### src/sv/b64d_pkg.sv
// shared types and constants of the base64 stream decoder
package b64d_pkg;

    // status codes on the final result of a string
    localparam logic [1:0] STATUS_OK      = 2'd0;
    localparam logic [1:0] STATUS_BAD_CHR = 2'd1;
    localparam logic [1:0] STATUS_BAD_LEN = 2'd2;
    localparam logic [1:0] STATUS_BAD_PAD = 2'd3;

    // configuration register indexes (byte address is 4 * index)
    localparam logic [1:0] REG_PADDING_ENABLE = 2'd0;
    localparam logic [1:0] REG_PAD_CHAR       = 2'd1;
    localparam logic [1:0] REG_CHAR_VALUE_62  = 2'd2;
    localparam logic [1:0] REG_CHAR_VALUE_63  = 2'd3;

    // register reset values
    localparam logic       RST_PADDING_ENABLE = 1'b1;
    localparam logic [7:0] RST_PAD_CHAR       = 8'd61;
    localparam logic [7:0] RST_CHAR_VALUE_62  = 8'd43;
    localparam logic [7:0] RST_CHAR_VALUE_63  = 8'd47;

    localparam int APB_ADDR_W = 4;
    localparam int APB_DATA_W = 32;
    localparam int RES_DEPTH  = 3;

    // one entry of the result buffer
    typedef struct packed {
        logic [7:0] data_byte;
        logic       byte_valid;
        logic       end_of_message;
        logic [1:0] status;
    } result_t;

    // alphabet lookup of one character
    typedef struct packed {
        logic [5:0] value;
        logic       bad;
    } sextet_lkp_t;

endpackage

### src/sv/b64d_char_if.sv
// character stream interface: one encoded character per transaction
interface b64d_char_if;
    logic       valid;
    logic       ready;
    logic [7:0] char_in;
    logic       final_char;

    modport source (output valid, output char_in, output final_char, input ready);
    modport sink   (input valid, input char_in, input final_char, output ready);
endinterface

### src/sv/b64d_byte_if.sv
// byte stream interface: one decoded result per transaction
interface b64d_byte_if;
    logic       valid;
    logic       ready;
    logic [7:0] data_byte;
    logic       byte_valid;
    logic       end_of_message;
    logic [1:0] status;

    modport source (output valid, output data_byte, output byte_valid,
                    output end_of_message, output status, input ready);
    modport sink   (input valid, input data_byte, input byte_valid,
                    input end_of_message, input status, output ready);
endinterface

### src/sv/b64d_sextet_map.sv
// character to 6-bit value lookup with configurable alphabet tail
module b64d_sextet_map
(
    input  logic [7:0]          char_code,
    input  logic [7:0]          char_value_62,
    input  logic [7:0]          char_value_63,
    output b64d_pkg::sextet_lkp_t lkp
);

    localparam logic [7:0] UPPER_A = 8'h41;
    localparam logic [7:0] UPPER_Z = 8'h5A;
    localparam logic [7:0] LOWER_A = 8'h61;
    localparam logic [7:0] LOWER_Z = 8'h7A;
    localparam logic [7:0] DIGIT_0 = 8'h30;
    localparam logic [7:0] DIGIT_9 = 8'h39;

    logic [7:0] diff;

    always_comb
    begin
        diff      = 8'd0;
        lkp.value = 6'd0;
        lkp.bad   = 1'b0;
        if (char_code == char_value_62)
        begin
            lkp.value = 6'd62;
        end
        else if (char_code == char_value_63)
        begin
            lkp.value = 6'd63;
        end
        else if (char_code inside {[UPPER_A:UPPER_Z]})
        begin
            diff      = char_code - UPPER_A;
            lkp.value = diff[5:0];
        end
        else if (char_code inside {[LOWER_A:LOWER_Z]})
        begin
            diff      = char_code - LOWER_A + 8'd26;
            lkp.value = diff[5:0];
        end
        else if (char_code inside {[DIGIT_0:DIGIT_9]})
        begin
            diff      = char_code - DIGIT_0 + 8'd52;
            lkp.value = diff[5:0];
        end
        else
        begin
            // outside the alphabet: value reads as zero
            lkp.bad = 1'b1;
        end
    end

endmodule

### src/sv/base64_stream_decoder_unit.sv
// top level of the streaming base64 decoder with apb configuration port
// output: results of a character are offered in the cycle after its transaction
// throughput: one character per cycle while the output port is ready; a completed
//   group holds the input while its three bytes drain through the single output port
// reset: rst_n is asynchronous and active low; it clears the stream state and the
//   result buffer, and loads the register defaults ('=', '+', '/', padding on)
module base64_stream_decoder_unit
(
    input  logic                            clk,
    input  logic                            rst_n,
    // apb configuration port
    input  logic                            psel,
    input  logic                            penable,
    input  logic                            pwrite,
    input  logic [b64d_pkg::APB_ADDR_W-1:0] paddr,
    input  logic [b64d_pkg::APB_DATA_W-1:0] pwdata,
    output logic [b64d_pkg::APB_DATA_W-1:0] prdata,
    output logic                            pready,
    // streams
    b64d_char_if.sink                       char_stream,
    b64d_byte_if.source                     byte_stream
);

    // ------------------------------------------------------------------
    // configuration registers
    // ------------------------------------------------------------------
    logic       padding_enable_reg;
    logic [7:0] pad_char_reg;
    logic [7:0] char_value_62_reg;
    logic [7:0] char_value_63_reg;
    logic       cfg_write;

    assign pready    = 1'b1;
    assign cfg_write = psel & penable & pwrite & pready;

    always_ff @(posedge clk or negedge rst_n)
    begin
        if (!rst_n)
        begin
            padding_enable_reg <= b64d_pkg::RST_PADDING_ENABLE;
            pad_char_reg       <= b64d_pkg::RST_PAD_CHAR;
            char_value_62_reg  <= b64d_pkg::RST_CHAR_VALUE_62;
            char_value_63_reg  <= b64d_pkg::RST_CHAR_VALUE_63;
        end
        else if (cfg_write)
        begin
            case (paddr[3:2])
                b64d_pkg::REG_PADDING_ENABLE: padding_enable_reg <= pwdata[0];
                b64d_pkg::REG_PAD_CHAR:       pad_char_reg       <= pwdata[7:0];
                b64d_pkg::REG_CHAR_VALUE_62:  char_value_62_reg  <= pwdata[7:0];
                b64d_pkg::REG_CHAR_VALUE_63:  char_value_63_reg  <= pwdata[7:0];
                default: ;
            endcase
        end
    end

    // read back, zero extended
    always_comb
    begin
        case (paddr[3:2])
            b64d_pkg::REG_PADDING_ENABLE: prdata = {31'd0, padding_enable_reg};
            b64d_pkg::REG_PAD_CHAR:       prdata = {24'd0, pad_char_reg};
            b64d_pkg::REG_CHAR_VALUE_62:  prdata = {24'd0, char_value_62_reg};
            b64d_pkg::REG_CHAR_VALUE_63:  prdata = {24'd0, char_value_63_reg};
            default:                      prdata = '0;
        endcase
    end

    // ------------------------------------------------------------------
    // stream state: pending sextets, group position, pads, length, error
    // ------------------------------------------------------------------
    logic [17:0] sextet_buf_reg, sextet_buf_next;
    logic [1:0]  group_pos_reg,  group_pos_next;
    logic [1:0]  pad_seen_reg,   pad_seen_next;
    logic [1:0]  length_reg,     length_next;
    logic [1:0]  error_reg,      error_next;

    // result buffer: entry 0 is what the output port offers
    b64d_pkg::result_t res_reg  [b64d_pkg::RES_DEPTH];
    b64d_pkg::result_t res_next [b64d_pkg::RES_DEPTH];
    b64d_pkg::result_t res_new  [b64d_pkg::RES_DEPTH];
    logic [1:0]        cnt_reg, cnt_next;
    logic [1:0]        res_new_cnt;

    logic char_accept;
    logic res_pop;

    // output side drains one result per transaction
    assign res_pop = (cnt_reg != 2'd0) & byte_stream.ready;

    // a new character is taken once the buffer is empty or about to be
    assign char_stream.ready = (cnt_reg == 2'd0) | ((cnt_reg == 2'd1) & byte_stream.ready);
    assign char_accept       = char_stream.valid & char_stream.ready;

    // ------------------------------------------------------------------
    // decode of one character
    // ------------------------------------------------------------------
    b64d_pkg::sextet_lkp_t lkp;

    b64d_sextet_map u_sextet_map
    (
        .char_code     (char_stream.char_in),
        .char_value_62 (char_value_62_reg),
        .char_value_63 (char_value_63_reg),
        .lkp           (lkp)
    );

    logic        is_pad;
    logic [5:0]  sextet;
    logic [17:0] buf_w;
    logic [1:0]  gpos_w;
    logic [1:0]  pad_w;
    logic [1:0]  len_w;
    logic [1:0]  err_w;
    logic [23:0] word;
    logic [7:0]  byte_w [b64d_pkg::RES_DEPTH];
    logic [1:0]  nb;
    logic        len_bad;
    logic [1:0]  status_w;

    always_comb
    begin
        is_pad = padding_enable_reg & (char_stream.char_in == pad_char_reg);
        sextet = lkp.bad ? 6'd0 : lkp.value;
        buf_w  = sextet_buf_reg;
        gpos_w = group_pos_reg;
        pad_w  = pad_seen_reg;
        len_w  = length_reg + 2'd1;
        err_w  = error_reg;
        word   = {sextet_buf_reg, sextet};
        nb     = 2'd0;
        for (int i = 0; i < b64d_pkg::RES_DEPTH; i++)
        begin
            byte_w[i] = 8'd0;
        end

        if (is_pad)
        begin
            // a third pad counts as a bad character
            if (pad_seen_reg >= 2'd2)
            begin
                if (err_w == b64d_pkg::STATUS_OK)
                begin
                    err_w = b64d_pkg::STATUS_BAD_CHR;
                end
            end
            else
            begin
                pad_w = pad_seen_reg + 2'd1;
            end
        end
        else
        begin
            // data after a pad is a padding error and is not accumulated
            if ((pad_seen_reg != 2'd0) && (err_w == b64d_pkg::STATUS_OK))
            begin
                err_w = b64d_pkg::STATUS_BAD_PAD;
            end
            if (lkp.bad && (err_w == b64d_pkg::STATUS_OK))
            begin
                err_w = b64d_pkg::STATUS_BAD_CHR;
            end
            if (pad_seen_reg == 2'd0)
            begin
                if (group_pos_reg == 2'd3)
                begin
                    // fourth sextet closes the group: three bytes at once
                    byte_w[0] = word[23:16];
                    byte_w[1] = word[15:8];
                    byte_w[2] = word[7:0];
                    nb        = 2'd3;
                    buf_w     = 18'd0;
                    gpos_w    = 2'd0;
                end
                else
                begin
                    buf_w  = word[17:0];
                    gpos_w = group_pos_reg + 2'd1;
                end
            end
        end

        // final character: length check and flush of a partial group
        len_bad  = padding_enable_reg ? (len_w != 2'd0) : (len_w == 2'd1);
        status_w = len_bad ? b64d_pkg::STATUS_BAD_LEN : err_w;

        for (int i = 0; i < b64d_pkg::RES_DEPTH; i++)
        begin
            res_new[i] = '0;
        end
        res_new_cnt = 2'd0;

        if (!char_stream.final_char)
        begin
            // once an error is known no further bytes leave
            if (err_w == b64d_pkg::STATUS_OK)
            begin
                res_new_cnt = nb;
                for (int i = 0; i < b64d_pkg::RES_DEPTH; i++)
                begin
                    res_new[i].data_byte  = byte_w[i];
                    res_new[i].byte_valid = 1'b1;
                end
            end
        end
        else
        begin
            if (status_w != b64d_pkg::STATUS_OK)
            begin
                nb = 2'd0;
            end
            else if (gpos_w == 2'd2)
            begin
                byte_w[0] = buf_w[11:4];
                nb        = 2'd1;
            end
            else if (gpos_w == 2'd3)
            begin
                byte_w[0] = buf_w[17:10];
                byte_w[1] = buf_w[9:2];
                nb        = 2'd2;
            end

            if (nb == 2'd0)
            begin
                // lone end marker carrying the status
                res_new[0].end_of_message = 1'b1;
                res_new[0].status         = status_w;
                res_new_cnt               = 2'd1;
            end
            else
            begin
                res_new_cnt = nb;
                for (int i = 0; i < b64d_pkg::RES_DEPTH; i++)
                begin
                    res_new[i].data_byte      = byte_w[i];
                    res_new[i].byte_valid     = 1'b1;
                    res_new[i].end_of_message = (2'(i) == nb - 2'd1);
                    res_new[i].status         = (2'(i) == nb - 2'd1) ? status_w
                                                                     : b64d_pkg::STATUS_OK;
                end
            end
        end
    end

    // next state of the stream; a final character returns everything to zero
    always_comb
    begin
        sextet_buf_next = sextet_buf_reg;
        group_pos_next  = group_pos_reg;
        pad_seen_next   = pad_seen_reg;
        length_next     = length_reg;
        error_next      = error_reg;
        if (char_accept)
        begin
            if (char_stream.final_char)
            begin
                sextet_buf_next = 18'd0;
                group_pos_next  = 2'd0;
                pad_seen_next   = 2'd0;
                length_next     = 2'd0;
                error_next      = b64d_pkg::STATUS_OK;
            end
            else
            begin
                sextet_buf_next = buf_w;
                group_pos_next  = gpos_w;
                pad_seen_next   = pad_w;
                length_next     = len_w;
                error_next      = err_w;
            end
        end
    end

    // result buffer: load on a new character, otherwise shift on each pop
    always_comb
    begin
        res_next = res_reg;
        cnt_next = cnt_reg;
        if (char_accept)
        begin
            res_next = res_new;
            cnt_next = res_new_cnt;
        end
        else if (res_pop)
        begin
            res_next[0] = res_reg[1];
            res_next[1] = res_reg[2];
            cnt_next    = cnt_reg - 2'd1;
        end
    end

    always_ff @(posedge clk or negedge rst_n)
    begin
        if (!rst_n)
        begin
            sextet_buf_reg <= 18'd0;
            group_pos_reg  <= 2'd0;
            pad_seen_reg   <= 2'd0;
            length_reg     <= 2'd0;
            error_reg      <= b64d_pkg::STATUS_OK;
            cnt_reg        <= 2'd0;
        end
        else
        begin
            sextet_buf_reg <= sextet_buf_next;
            group_pos_reg  <= group_pos_next;
            pad_seen_reg   <= pad_seen_next;
            length_reg     <= length_next;
            error_reg      <= error_next;
            cnt_reg        <= cnt_next;
        end
    end

    // payload of the result buffer needs no reset
    always_ff @(posedge clk)
    begin
        res_reg <= res_next;
    end

    // output port offers the head of the buffer
    assign byte_stream.valid          = (cnt_reg != 2'd0);
    assign byte_stream.data_byte      = res_reg[0].data_byte;
    assign byte_stream.byte_valid     = res_reg[0].byte_valid;
    assign byte_stream.end_of_message = res_reg[0].end_of_message;
    assign byte_stream.status         = res_reg[0].status;

`ifndef SYNTHESIS
    // a result without a byte only ever marks the end of a string
    a_empty_is_end: assert property (@(posedge clk) disable iff (!rst_n)
        (byte_stream.valid && !byte_stream.byte_valid) |-> byte_stream.end_of_message)
        else $error("result without byte is not an end marker");

    // a non-zero status only travels on the end marker
    a_status_on_end: assert property (@(posedge clk) disable iff (!rst_n)
        (byte_stream.valid && (byte_stream.status != b64d_pkg::STATUS_OK))
            |-> byte_stream.end_of_message)
        else $error("status reported before end of message");

    // no character is taken while two or more results are still pending
    a_no_overrun: assert property (@(posedge clk) disable iff (!rst_n)
        (cnt_reg >= 2'd2) |-> !char_stream.ready)
        else $error("input taken with result buffer still full");

    // stream state is clean after the final character
    a_final_clears: assert property (@(posedge clk) disable iff (!rst_n)
        (char_accept && char_stream.final_char) |=>
            ((group_pos_reg == 2'd0) && (pad_seen_reg == 2'd0) &&
             (length_reg == 2'd0) && (error_reg == b64d_pkg::STATUS_OK)))
        else $error("stream state not cleared after final character");
`endif

endmodule

### src/flat_wrapper.sv
// flat-port wrapper written by rule: the top's interface ports become plain ports
module base64_stream_decoder_unit_flat 
  (clk, rst_n, psel, penable, pwrite, paddr, pwdata, prdata, pready, char_stream_valid, char_stream_char_in, char_stream_final_char, char_stream_ready, byte_stream_valid, byte_stream_data_byte, byte_stream_byte_valid, byte_stream_end_of_message, byte_stream_status, byte_stream_ready);
  b64d_char_if char_stream_i ();
  b64d_byte_if byte_stream_i ();
  input  logic clk;
  input  logic rst_n;
  input  logic psel;
  input  logic penable;
  input  logic pwrite;
  input  logic [b64d_pkg::APB_ADDR_W-1:0] paddr;
  input  logic [b64d_pkg::APB_DATA_W-1:0] pwdata;
  output logic [b64d_pkg::APB_DATA_W-1:0] prdata;
  output logic pready;
  input wire logic [$bits(char_stream_i.valid)-1:0] char_stream_valid;
  input wire logic [$bits(char_stream_i.char_in)-1:0] char_stream_char_in;
  input wire logic [$bits(char_stream_i.final_char)-1:0] char_stream_final_char;
  output wire logic [$bits(char_stream_i.ready)-1:0] char_stream_ready;
  output wire logic [$bits(byte_stream_i.valid)-1:0] byte_stream_valid;
  output wire logic [$bits(byte_stream_i.data_byte)-1:0] byte_stream_data_byte;
  output wire logic [$bits(byte_stream_i.byte_valid)-1:0] byte_stream_byte_valid;
  output wire logic [$bits(byte_stream_i.end_of_message)-1:0] byte_stream_end_of_message;
  output wire logic [$bits(byte_stream_i.status)-1:0] byte_stream_status;
  input wire logic [$bits(byte_stream_i.ready)-1:0] byte_stream_ready;
  assign char_stream_i.valid = char_stream_valid;
  assign char_stream_i.char_in = char_stream_char_in;
  assign char_stream_i.final_char = char_stream_final_char;
  assign char_stream_ready = char_stream_i.ready;
  assign byte_stream_valid = byte_stream_i.valid;
  assign byte_stream_data_byte = byte_stream_i.data_byte;
  assign byte_stream_byte_valid = byte_stream_i.byte_valid;
  assign byte_stream_end_of_message = byte_stream_i.end_of_message;
  assign byte_stream_status = byte_stream_i.status;
  assign byte_stream_i.ready = byte_stream_ready;
  base64_stream_decoder_unit u_core (.clk(clk), .rst_n(rst_n), .psel(psel), .penable(penable), .pwrite(pwrite), .paddr(paddr), .pwdata(pwdata), .prdata(prdata), .pready(pready), .char_stream(char_stream_i), .byte_stream(byte_stream_i));
endmodule
### config.mk
export PLATFORM = sky130hd
export DESIGN_NAME = base64_stream_decoder_unit_flat
export DESIGN_NICKNAME = d
export VERILOG_FILES = /design/src/sv/b64d_pkg.sv /design/src/sv/b64d_char_if.sv /design/src/sv/b64d_byte_if.sv /design/src/sv/b64d_sextet_map.sv /design/src/sv/base64_stream_decoder_unit.sv /design/src/flat_wrapper.sv
export SDC_FILE = /design/constraint.sdc
export NUM_CORES = 1
export LEC_CHECK = 0
export BUFFER_PORTS_ARGS = -buffer_cell sky130_fd_sc_hd__buf_2
export CAP_MARGIN = 30
export CORE_ASPECT_RATIO = 0.6
export CORE_MARGIN = 2
export CORE_UTILIZATION = 45
export DETAILED_ROUTE_END_ITERATION = 8
export PLACE_DENSITY = 0.66
export SYNTH_ARGS = -nofsm -noshare
export SYNTH_HDL_FRONTEND = slang
export SYNTH_HIERARCHICAL = 1
export SYNTH_SLANG_ARGS = --single-unit
### constraint.sdc
create_clock -name clk -period 8.8 [get_ports clk]
set_input_delay 0.44 -clock clk [delete_from_list [all_inputs] [get_ports clk]]
set_output_delay 0.44 -clock clk [all_outputs]
set_load 0.02 [all_outputs]
# After elaboration in Yosys (flattened, before gate mapping)
# Cells that the tools add are included.
# classes
addsub,10
order_cmp,7
eq_ne,15
n_mux,68
bitwise_logic,9
reduce_logical,28
# ops
op,n
two-way mux 24 bit,6
case mux 32 bit (4 select lines),1
two-way mux 18 bit,4
two-way mux 9 bit,7
two-way mux 2 bit,31
two-way mux 6 bit,6
two-way mux 16 bit,2
equality test 8 bit,3
greater-or-equal comparator 8 x 7 -> 1 bit (second input constant),2
<= comparator 8 x 7 -> 1 bit (second input constant),2
logical NOT 2 bit,8
two-way mux 8 bit,2
nonzero test 2 bit,7
subtractor 6 bit (second input constant),2
equality test 2 bit (second input constant),5
two-way mux 3 bit,3
greater-or-equal comparator 8 x 6 -> 1 bit (second input constant),1
<= comparator 8 x 6 -> 1 bit (second input constant),1
AND reduction 2 bit,4
adder 2 x 1 -> 2 bit (second input constant),3
adder 6 x 5 -> 6 bit (second input constant),1
adder 6 bit (second input constant),1
AND 1 bit,6
equality test 2 x 1 -> 1 bit (second input constant),3
other kinds (13),26
# word_totals
register_bits,89
input_bits,52
out_inout_bits,47
wordCells,160

# Depth between registers and ports, before layout
# Gate-level depths: netlist of the first run.
# depth
ltp_word,20
ltp_mapped,14
depth_no_buf,13

# By module
# The synthesis of the first run kept the hierarchy.
# modules_own_cells
module,instances,cells_per_inst,area_each_um2,seq_area_each_um2
base64_stream_decoder_unit,1,464,5058.6,2426.1
b64d_sextet_map,1,97,715.7,0.0

# Least setup slack after synthesis of the first run
# OpenSTA, ideal clock, no wires.
# synth_timing
kind,input to register
start,in char_stream_char_in[0]
end,"reg u_core/res_reg[21] (netlist bit), data pin"
setup_time_ps,188
t_arrival_ps,3027
required_ps,8612
path_slack_ps,5585
path_stages,14
path_buffers,1
cell_sequence,buf_4 > inv_1 > ha_1 > nor2b_1 > o21ai_1 > nand3_1 > nand2_1 > nor3_1 > inv_2 > nand2_1 > or4b_1 > nand2b_1 > and2_1 > o41ai_1
# synth_lines
element,line_no,text
"start, declared",flat_wrapper.sv:16,input wire logic [$bits(char_stream_i.char_in)-1:0] char_stream_char_in;
"end signal, assigned",base64_stream_decoder_unit.sv:318,res_reg <= res_next;
"end, declared",base64_stream_decoder_unit.sv:79,b64d_pkg::result_t res_reg [b64d_pkg::RES_DEPTH];

==> results of run 1 <==
## logic make-up (layout without fill, tap and decap cells)
group	after synthesis	count (layout)	synth area share, %
adder cells (fa/ha/maj)	14	14	3.034
flip-flops	89	89	42.02
XOR/XNOR	29	29	4.789
AND/OR/NAND/NOR	169	169	15.54
AO/OA/AOI/OAI	126	126	16.58
buffers and inverters	83	86	8.429
other	2	27	0.1301
multiplexers	49	49	9.491
## metal layers
metal,vias to the layer above,track usage (%)
met1,2215,35.29
met2,247,29.45
met4,0,4.953
met5,-,0
met3,30,5.423
li1,2044,-
## Yosys cell counts, drive strengths merged (14+ instances only)
library cell,number,area share (%)
clkbuf,16,1.0
nor3,16,1.6
o21ai,22,2.0
xnor2,21,3.6
a21oi,19,1.6
dfstp,15,6.8
dfrtp,38,16
and2,16,1.7
nor2,29,1.9
mux2,36,7.0
edfxtp,36,19
inv,19,1.2
a22o,18,2.7
ha,14,3.0
nand2,47,3.1
buf,48,6.2
## where the power goes
group / switching (mW) / internal [mW] / total [mW]
clock: 0.167 / 0.209 / 0.376
combinational: 0.331 / 0.199 / 0.530
sequential: 0.0787 / 0.571 / 0.650
## through the flow
step           util (%)  worst slack (ns)  instance area [um^2]  hold WS [ns]  instances
2_1_floorplan         -             5.585                  5868        0.1444        586
3_3_place_gp      48.16             4.734                  5922        0.4709        737
3_5_place_dp      48.29             4.712                  5937        0.4914        738
4_1_cts           50.62             5.069                  6223        0.2650        754
5_1_grt           50.62             4.687                  6223        0.2836        754
6_report          50.62             4.939                  6223        0.2260        754
## final cells by class
type | count | area [um^2] | area share, %
timing repair buffer | 51 | 272.8 | 4.383
clock inverter | 4 | 28.78 | 0.4624
sequential | 89 | 2426 | 38.98
clock buffer | 12 | 257.7 | 4.142
inverter | 19 | 71.32 | 1.146
tap | 165 | 206.4 | 3.317
multi-input combinational | 414 | 2960 | 47.57
## how the worst min path moves through the flow
stage,startpoint,to,slack (ns)
final,rst_n,u_core/pad_char_reg[1],0.23
after global routing,rst_n,u_core/pad_char_reg[1],0.28
after CTS,rst_n,u_core/length_reg[0],0.26
after detailed placement,u_core/pad_seen_reg[0],u_core/pad_seen_reg[0],0.49
after global placement,u_core/pad_seen_reg[0],u_core/pad_seen_reg[0],0.47
after floorplan,rst_n,u_core/char_value_62_reg[2],0.14
==> metrics, run 1 <==
Die ar. 0.01378 mm^2; FFs w/ async S/R, synth 59.55%; area of the mapped netlist a little under 0.006 mm^2; # nets final 650; Starting Density a little under half; DR iter-0 viols 762; Largest register FFs 24; clock buffer depth 2; Yosys reg bits 89; WL met1 7126 um; die span in x 150.2 um; # diodes 0; final setup vio count 0; htree depth 3; RR Startpoint u_core/char_value_63_reg[1]; CP max-delay cell a21oi_1; first-pass GRT wire length between 20000 and 25000 um; final wirelength 14790 um; via count 4536; GRT Total Usage 22.11%; Peak VDD IR 0.2131 mV; post-synthesis sequential area ratio 42.02%; CP Depth 14; Avg Synthesized Cell Area 10.29 um^2; setup TNS 0 ns; Worst Clk Skew 0.008717 ns; max-slew violation count 0; top sig layer met4; Overall Power 1.556 mW; flop2flop setup slack 5.14 ns; CP Max Fanout 10; First-pass DRT Iterations 5; largest net degree at the start of global routing 54; core area 0.01230 mm^2; Max Cap Viol 0; routed wl met3 between 1000 and 1500 um; vias in the first global route 4156; count of cell types in the netlist 76; Worst Path Buf+Inv 3; final hold violations 0; worst hold-check path type in2async; worst-skew pair later-pin latency 0.35 ns; RSZ-0062 raised after global routing no; initial antenna violation count 0; Worst Path Arrival 4.08 ns; Worst Setup End Kind register; setup repair bufs after CTS 0; P_leak 2.539 nW; root buffer cell clkbuf_16; dominant synthesized flop cell dfrtp_1; Worst Setup SP char_stream_char_in[0]; period utilisation layout approximately 44%; crit-path max cell delay between 0.6 and 0.7 ns; Post-route DRC 0; crit start category input pin; critical path class in2reg; critical path required time 9.02 ns; IO Count 99; max_slew headroom a little over a quarter; critical path endpoint u_core/res_reg[20]; Avg WL per Cell 19.61 um; die height between 90 and 100 um; Area Growth Syn to Fin 7.779%; Filler cells between 1000 and 1500; most frequent cells in the layout buf_2, nand2_1, dfrtp_1, mux2_2, edfxtp_1; Mapped Cells 561; worst slew pin tran around 1.1 ns; Detail Route met2 WL 6047 um; Reg-to-Reg End u_core/res_reg[20]; number of hold buffers added after CTS 0; Fmax 0.2590 GHz; Buffers on Ports 47; pwr/cell area 250.0 mW/mm^2; CTS Buf Count 9; Top Family by Delay on Critical Path simple AND/OR/NAND/NOR gates; TritonCTS Sinks 89; GPL Wtd Cong 0.9418; Routed Antenna Nets 0; layout cells sized above 1 between 20% and 30%; TritonCTS clock tree built; vias per cell 6.016; Ys Warns 6; Congestion Overflow GR 0; FP Rows 31; CP most frequent cell nand2_1; # resized after CTS 0; Final Critical Period between 3 and 4 ns; length in cells of the worst reg-to-reg path 11; DPL Wire Length 10360 um; Clock transition at path regs around 0.070 ns; crit path cell chain buf_2 > inv_1 > ha_1 > nor2b_1 > o21ai_1 > nand3_1 > nand2_1 > nor3_1 > inv_2 > nand2_1 > or4b_1 > a21oi_1 > or2_1 > a31o_2; outcome complete, no violations; Post-synth EDFFs 36
Power figures use the tool's default switching activity.
==> run 2, diff against run 1 <==
==> constraint.sdc (replaced) <==
create_clock -name clk -period 3.9 [get_ports clk]
set_input_delay 0.195 -clock clk [delete_from_list [all_inputs] [get_ports clk]]
set_output_delay 0.195 -clock clk [all_outputs]
set_load 0.02 [all_outputs]
==> run 2 against run 1 <==
Net effect:
- clock-buffer cell count decreased by 2
- setup slack got worse by 4.3 ns
- final cell count increased by 1.5%
- largest cell class unchanged
- via count decreased by 0.11%
- largest power group unchanged
- utilization increased by 0.54 points
- sequential cell count unchanged
==> metrics, run 2 (synthesized netlist as in run 1, its figures left out) <==
pwr/cell area 554.0 mW/mm^2 (was 250.0 mW/mm^2); hold path endpoint u_core/char_value_63_reg[7]; Avg WL per Cell 19.05 um (was 19.61 um); vias in the first global route 4198 (was 4156); Worst Path Arrival 3.41 ns (was 4.08 ns); # resized after CTS 0 (unchanged); first-pass GRT wire length 23340 um (was 23390 um); CP most frequent cell nand2_1 (unchanged); worst-skew pair later-pin latency 0.34 ns (was 0.35 ns); Max Cap Viol 0 (unchanged); setup repair bufs after CTS 0 (unchanged); Multi-input gate area 0.002955 mm^2 (was 0.002960 mm^2); sequential power share 42.0% (was 41.8%); flop2flop setup slack 0.63 ns (was 5.14 ns); Reg-to-Reg End u_core/res_reg[23] (was u_core/res_reg[20]); period utilisation layout 83.77%; IO Count 99 (unchanged); Final Critical Period between 3 and 4 ns; DPL Wire Length 10680 um (was 10360 um); CTS Buf Count 9 (unchanged); Hold Path Depth 2; First-pass DRT Iterations 5 (unchanged); max-slew violation count 0 (unchanged); critical path class reg2reg (was in2reg); final wirelength 14580 um (was 14790 um); Comb pwr share 34.4% (was 34.1%); Area Growth Syn to Fin 8.927% (was 7.779%); Starting Density 46.96% (unchanged); Worst Setup End Kind register (unchanged); Int Power 2.186 mW (was 0.9796 mW); # diodes 0 (unchanged); crit path cell chain xor2_1 > nor4_1 > nand2_1 > o21ai_2 > nor3_1 > inv_2 > nand2_1 > or4b_1 > nand2b_1 > and2_1 > o41ai_1 (was buf_2 > inv_1 > ha_1 > nor2b_1 > o21ai_1 > nand3_1 > nand2_1 > nor3_1 > inv_2 > nand2_1 > or4b_1 > a21oi_1 > or2_1 > a31o_2); clock power share 23.6% (was 24.2%); Overall Power 3.485 mW (was 1.556 mW); max_slew headroom 29.97% (was 26.80%); core area 0.01230 mm^2 (unchanged); Top Family by Delay on Critical Path simple AND/OR/NAND/NOR gates (unchanged); TritonCTS Sinks 89 (unchanged); crit-path max cell delay 0.60 ns (was 0.66 ns); largest net degree at the start of global routing 43 (was 54); layout cells sized above 1 25.17% (was 23.77%); CP max-delay cell or4b_1 (was a21oi_1); Largest register FFs 24 (unchanged); setup TNS 0 ns (unchanged); Worst Clk Skew 0.007384 ns (was 0.008717 ns); root buffer cell clkbuf_16 (unchanged); RSZ-0062 raised after global routing no (unchanged); htree depth 3 (unchanged); DR iter-0 viols 523 (was 762); vias per cell 5.923 (was 6.016); number of hold buffers added after CTS 1 (was 0); RR Startpoint u_core/char_value_63_reg[1] (unchanged); GPL Wtd Cong 0.9326 (was 0.9418); TritonCTS clock tree built (unchanged); CP Max Fanout 8 (was 10); count of non-filler cells in the finished layout 765 (was 754); initial antenna violation count 0 (unchanged); final setup vio count 0 (unchanged); FP Rows 31 (unchanged); Clock transition at path regs 0.07 ns (about the same); worst slew pin tran 1.042 ns (was 1.092 ns); Worst Path Buf+Inv 1 (was 3); area occupied by registers 0.002426 mm^2 (unchanged); via count 4531 (was 4536); Fmax 0.3061 GHz; switching share of power 37.26% (was 37.04%); Switch Pwr 1.299 mW (was 0.5764 mW); Buffers on Ports 47 (unchanged); worst hold-check path type in2reg (was in2async); die height 91.75 um (unchanged); clock buffer depth 2 (unchanged); Inst Count DP 748 (was 738); most frequent cells in the layout buf_2, nand2_1, dfrtp_1, mux2_2, edfxtp_1 (unchanged); Congestion Overflow GR 0 (unchanged); Peak VDD IR 0.4153 mV (was 0.2131 mV); # nets final 661 (was 650); Post-route DRC 0 (unchanged); GRT Total Usage 21.81% (was 22.11%); Die ar. 0.01378 mm^2 (unchanged); die span in x 150.2 um (unchanged); critical path required time 4.05 ns (was 9.02 ns); Routed Antenna Nets 0 (unchanged); P_leak 2.582 nW (was 2.539 nW); Min-Delay Startpoint pwdata[7]; crit start category register (was input pin); length in cells of the worst reg-to-reg path 11 (unchanged); outcome complete, no violations (unchanged); final hold violations 0 (unchanged); Filler cells 1137 (was 1097)
## run 2: cell types whose count changed in the layout (fill, tap and decap cells not counted), sizes merged
| cell | previous run | this run |
|---|---|---|
| clkbuf | 12 | 10 |
| inv | 19 | 21 |
| dlygate4sd3 | 0 | 1 |
| buf | 51 | 61 |
## run 2: layout make-up
cell class                      count  share of cell area, %
Clock buffer                       10                  3.640
Clock inverter                      6                 0.8156
Inverter                           19                  1.134
Multi-Input combinational cell    414                  46.99
Sequential cell                    89                  38.57
Tap cell                          165                  3.282
Timing Repair Buffer               62                  5.570
## run 2: power by group through the flow
stage / Sequential, mW / Combinational (mW) / Clock, mW
floorplan: 1.42 / 0.960 / 0
detailed placement: 1.47 / 1.19 / 0
finish: 1.46 / 1.20 / 0.822
global route: 1.49 / 1.32 / 0.877
CTS: 1.46 / 1.19 / 0.842
global placement: 1.46 / 1.17 / 0
## run 2: through the flow
step | setup slack, ns | util (%) | cell area, um^2 | hold WS [ns]
6_report | 0.6331 | 51.15 | 6290 | 0.1145
4_1_cts | 0.6782 | 51.15 | 6290 | 0.1056
2_1_floorplan | 0.9299 | - | 5868 | -0.1006
3_3_place_gp | 0.5195 | 48.79 | 6000 | 0.2028
3_5_place_dp | 0.4789 | 48.79 | 6000 | 0.2268
5_1_grt | 0.3737 | 51.15 | 6290 | 0.1184
## run 2: worst max path at each step
| stage | slack (ns) | end | depth (start not counted) | startpoint |
|---|---|---|---|---|
| after global placement | 0.52 | u_core/res_reg[23] | 14 | char_stream_char_in[0] |
| after CTS | 0.68 | u_core/res_reg[23] | 11 | u_core/char_value_63_reg[5] |
| final | 0.63 | u_core/res_reg[23] | 11 | u_core/char_value_63_reg[1] |
| after global routing | 0.37 | u_core/res_reg[23] | 11 | u_core/char_value_63_reg[5] |
| after detailed placement | 0.48 | u_core/res_reg[23] | 13 | char_stream_char_in[0] |
| after floorplan | 0.93 | u_core/res_reg[21] | 14 | char_stream_char_in[0] |
## run 2: metal layers
layer | routed length, um | GRT usage (%) | share of wire (%)
met5 | 0 | 0 | 0
met3 | 1414 | 5.274 | 9.7
met1 | 7195 | 35.58 | 49
met4 | 66 | 4.167 | 0.45
met2 | 5898 | 28.58 | 40
==> run 3, diff against run 2 <==
--- a/config.mk
+++ b/config.mk
@@ -11,7 +11,7 @@
 export CORE_MARGIN = 2
 export CORE_UTILIZATION = 45
 export DETAILED_ROUTE_END_ITERATION = 8
-export PLACE_DENSITY = 0.66
+export PLACE_DENSITY = 0.69
 export SYNTH_ARGS = -nofsm -noshare
 export SYNTH_HDL_FRONTEND = slang
 export SYNTH_HIERARCHICAL = 1
==> constraint.sdc (replaced) <==
create_clock -name clk -period 2.6 [get_ports clk]
set_input_delay 0.13 -clock clk [delete_from_list [all_inputs] [get_ports clk]]
set_output_delay 0.13 -clock clk [all_outputs]
set_load 0.02 [all_outputs]
==> run 3 against run 2 <==
Net effect:
- the flow now finishes with violations (setup timing)
- clock-buffer cell count decreased by 1
- final area rose by 15%
- maximum frequency increased by 21%
- register-to-register slack worse by 0.73 ns
- total power increased by 70%
- critical path depth is 1 higher
- sequential share of layout area is 4.9 points lower
- first-iteration DRC count rose by 5.2%
- critical path type unchanged
- largest cell class unchanged
==> metrics, run 3 (synthesized netlist as in run 1, its figures left out) <==
# diodes 0 (unchanged); FP Rows 31 (unchanged); count of non-filler cells in the finished layout 829 (was 765); via count 4877 (was 4531); Min-Delay Startpoint pwdata[6] (was pwdata[7]); largest net degree at the start of global routing 54 (was 43); # nets final 725 (was 661); root buffer cell clkbuf_16 (unchanged); Congestion Overflow GR 0 (unchanged); Post-route DRC 0 (unchanged); Worst Path Buf+Inv 2 (was 1); max_slew headroom 48.28% (was 29.97%); worst setup slack after layout -0.09241 ns (was 0.6331 ns); met1 usage 39.78% (was 35.58%); first-pass GRT wire length 25790 um (was 23340 um); outcome finished, violations left (was complete, no violations); crit-path max cell delay 0.57 ns (was 0.60 ns); TritonCTS Sinks 89 (unchanged); Area Growth Syn to Fin 24.88% (was 8.927%); Avg WL per Cell 19.68 um (was 19.05 um); Largest register FFs 24 (unchanged); Fmax 0.3714 GHz (was 0.3061 GHz); P_leak 3.055 nW (was 2.582 nW); worst hold-check path type in2reg (unchanged); Starting Density 46.96% (unchanged); Overall Power 5.936 mW (was 3.485 mW); die height 91.75 um (unchanged); final hold violations 0 (unchanged); Die ar. 0.01378 mm^2 (unchanged); Peak VDD IR 0.4504 mV (was 0.4153 mV); Routed Antenna Nets 0 (unchanged); TritonCTS clock tree built (unchanged); crit path cell chain xor2_2 > nor4_2 > buf_4 > nand2_4 > o21ai_4 > nor3_4 > inv_2 > nand2_2 > or4b_4 > nand2b_4 > and2_4 > o41ai_2 (was xor2_1 > nor4_1 > nand2_1 > o21ai_2 > nor3_1 > inv_2 > nand2_1 > or4b_1 > nand2b_1 > and2_1 > o41ai_1); critical path required time 2.76 ns (was 4.05 ns); critical path class reg2reg (unchanged); Filler cells 1024 (was 1137); Worst Setup SP u_core/char_value_63_reg[2] (was u_core/char_value_63_reg[1]); DR iter-0 viols 550 (was 523); Worst Clk Skew 0.007930 ns (was 0.007384 ns); commonest non-fill, non-tap cell in the layout buf_4; layout cells sized above 1 39.31% (was 25.17%); most frequent cells in the layout buf_4, buf_2, nand2_1, dfrtp_1, edfxtp_1 (was buf_2, nand2_1, dfrtp_1, mux2_2, edfxtp_1); met3 Use GR 4.179% (was 5.274%); Worst Path Arrival 2.86 ns (was 3.41 ns); Top Family by Delay on Critical Path simple AND/OR/NAND/NOR gates (unchanged); pwr/cell area 823.2 mW/mm^2 (was 554.0 mW/mm^2); RR Startpoint u_core/char_value_63_reg[2] (was u_core/char_value_63_reg[1]); core area 0.01230 mm^2 (unchanged); htree depth 3 (unchanged); IO Count 99 (unchanged); worst slew pin tran 0.7698 ns (was 1.042 ns); RSZ-0062 raised after global routing yes (was no); final setup vio count 16 (was 0); final wirelength 16310 um (was 14580 um); First-pass DRT Iterations 5 (unchanged); failing checks setup timing; Inst Count DP 809 (was 748); Most Crowded Layer GR met1 (unchanged); vias in the first global route 4660 (was 4198); CP max-delay cell dfstp_2 (was or4b_1); worst-skew pair later-pin latency 0.35 ns (was 0.34 ns); clock buffer depth 2 (unchanged); CTS Buf Count 9 (unchanged); DPL Wire Length 11780 um (was 10680 um); Clock transition at path regs 0.07 ns (about the same); Max Cap Viol 0 (unchanged); period utilisation layout 103.6% (was 83.77%); GR Util met2 32.95% (was 28.58%); max-slew violation count 0 (unchanged); Final Critical Period 2.692 ns (was 3.267 ns); crit start category register (unchanged); Worst Setup End Kind register (unchanged); vias per cell 5.883 (was 5.923); Buffers on Ports 47 (unchanged); initial antenna violation count 0 (unchanged); CP Max Fanout 4 (was 8); GPL Wtd Cong 1.027 (was 0.9326); GRT Total Usage 24.49% (was 21.81%); die span in x 150.2 um (unchanged)
run 3: cell count changes in the layout (fill, tap and decap cells not counted), sizes merged:
cell	previous run	this run
buf	61	125
bufinv	0	3
clkinvlp	1	0
clkbuf	10	9
inv	21	22
clkinv	3	1
run 3: path summary, 6_finish.rpt:
kind / endpoint / slack, ns / depth (start not counted)
max in group asynchronous: u_core/sextet_buf_reg[7] / 1.64 / 3
setup reg to reg: u_core/res_reg[21] / -0.09 / 12
setup / recovery: u_core/res_reg[21] / -0.09 / 12
hold / removal: u_core/char_value_63_reg[6] / 0.05 / 2
hold reg to reg: u_core/pad_seen_reg[0] / 0.49 / 1
min in group asynchronous: u_core/char_value_62_reg[2] / 0.47 / 3
run 3: report_power, final:
group	switching, mW	total, mW	internal, mW
clock	0.591	1.54	0.952
sequential	0.229	2.16	1.93
combinational	1.34	2.23	0.887
total	2.16	5.94	3.77
run 3: area by class of cell:
class                           count  area [um^2]  share of cell area, %
Multi-Input combinational cell    414         3278                  45.46
Sequential cell                    89         2426                  33.65
Timing Repair Buffer              126        879.6                  12.20
Clock buffer                        9        225.2                  3.123
Tap cell                          165        206.4                  2.863
Clock inverter                      7        123.9                  1.718
Inverter                           19        71.32                 0.9891
run 3: through the flow:
stage | hold slack [ns] | area [um^2] | utilization [%] | setup slack [ns] | setup TNS, ns
floorplan | -0.1656 | 5899 | - | -0.08205 | -0.1889
global placement | 0.3020 | 6526 | 53.08 | -0.2753 | -4.191
detailed placement | 0.3190 | 6526 | 53.08 | -0.3106 | -4.138
CTS | 0.04261 | 7019 | 57.09 | -0.07747 | -0.9186
global route | 0.05405 | 7211 | 58.64 | -0.1576 | -2.537
finish | 0.05040 | 7211 | 58.64 | -0.09241 | -0.7971
run 3: repair_timing:
action                                  4_1_cts  5_1_grt
endpoints found under the setup margin       32       32
buffers inserted                              4        0
hold buffers                                  1        0
pin swaps                                    18       10
gates resized for setup                      26       35
hold endpoints to repair                     38        0
run 3: metal layers:
layer	share of wire, %	vias up
met5	0	-
met4	1.2	0
met3	7.7	26
met2	43	239
met1	48	2419
li1	-	2193
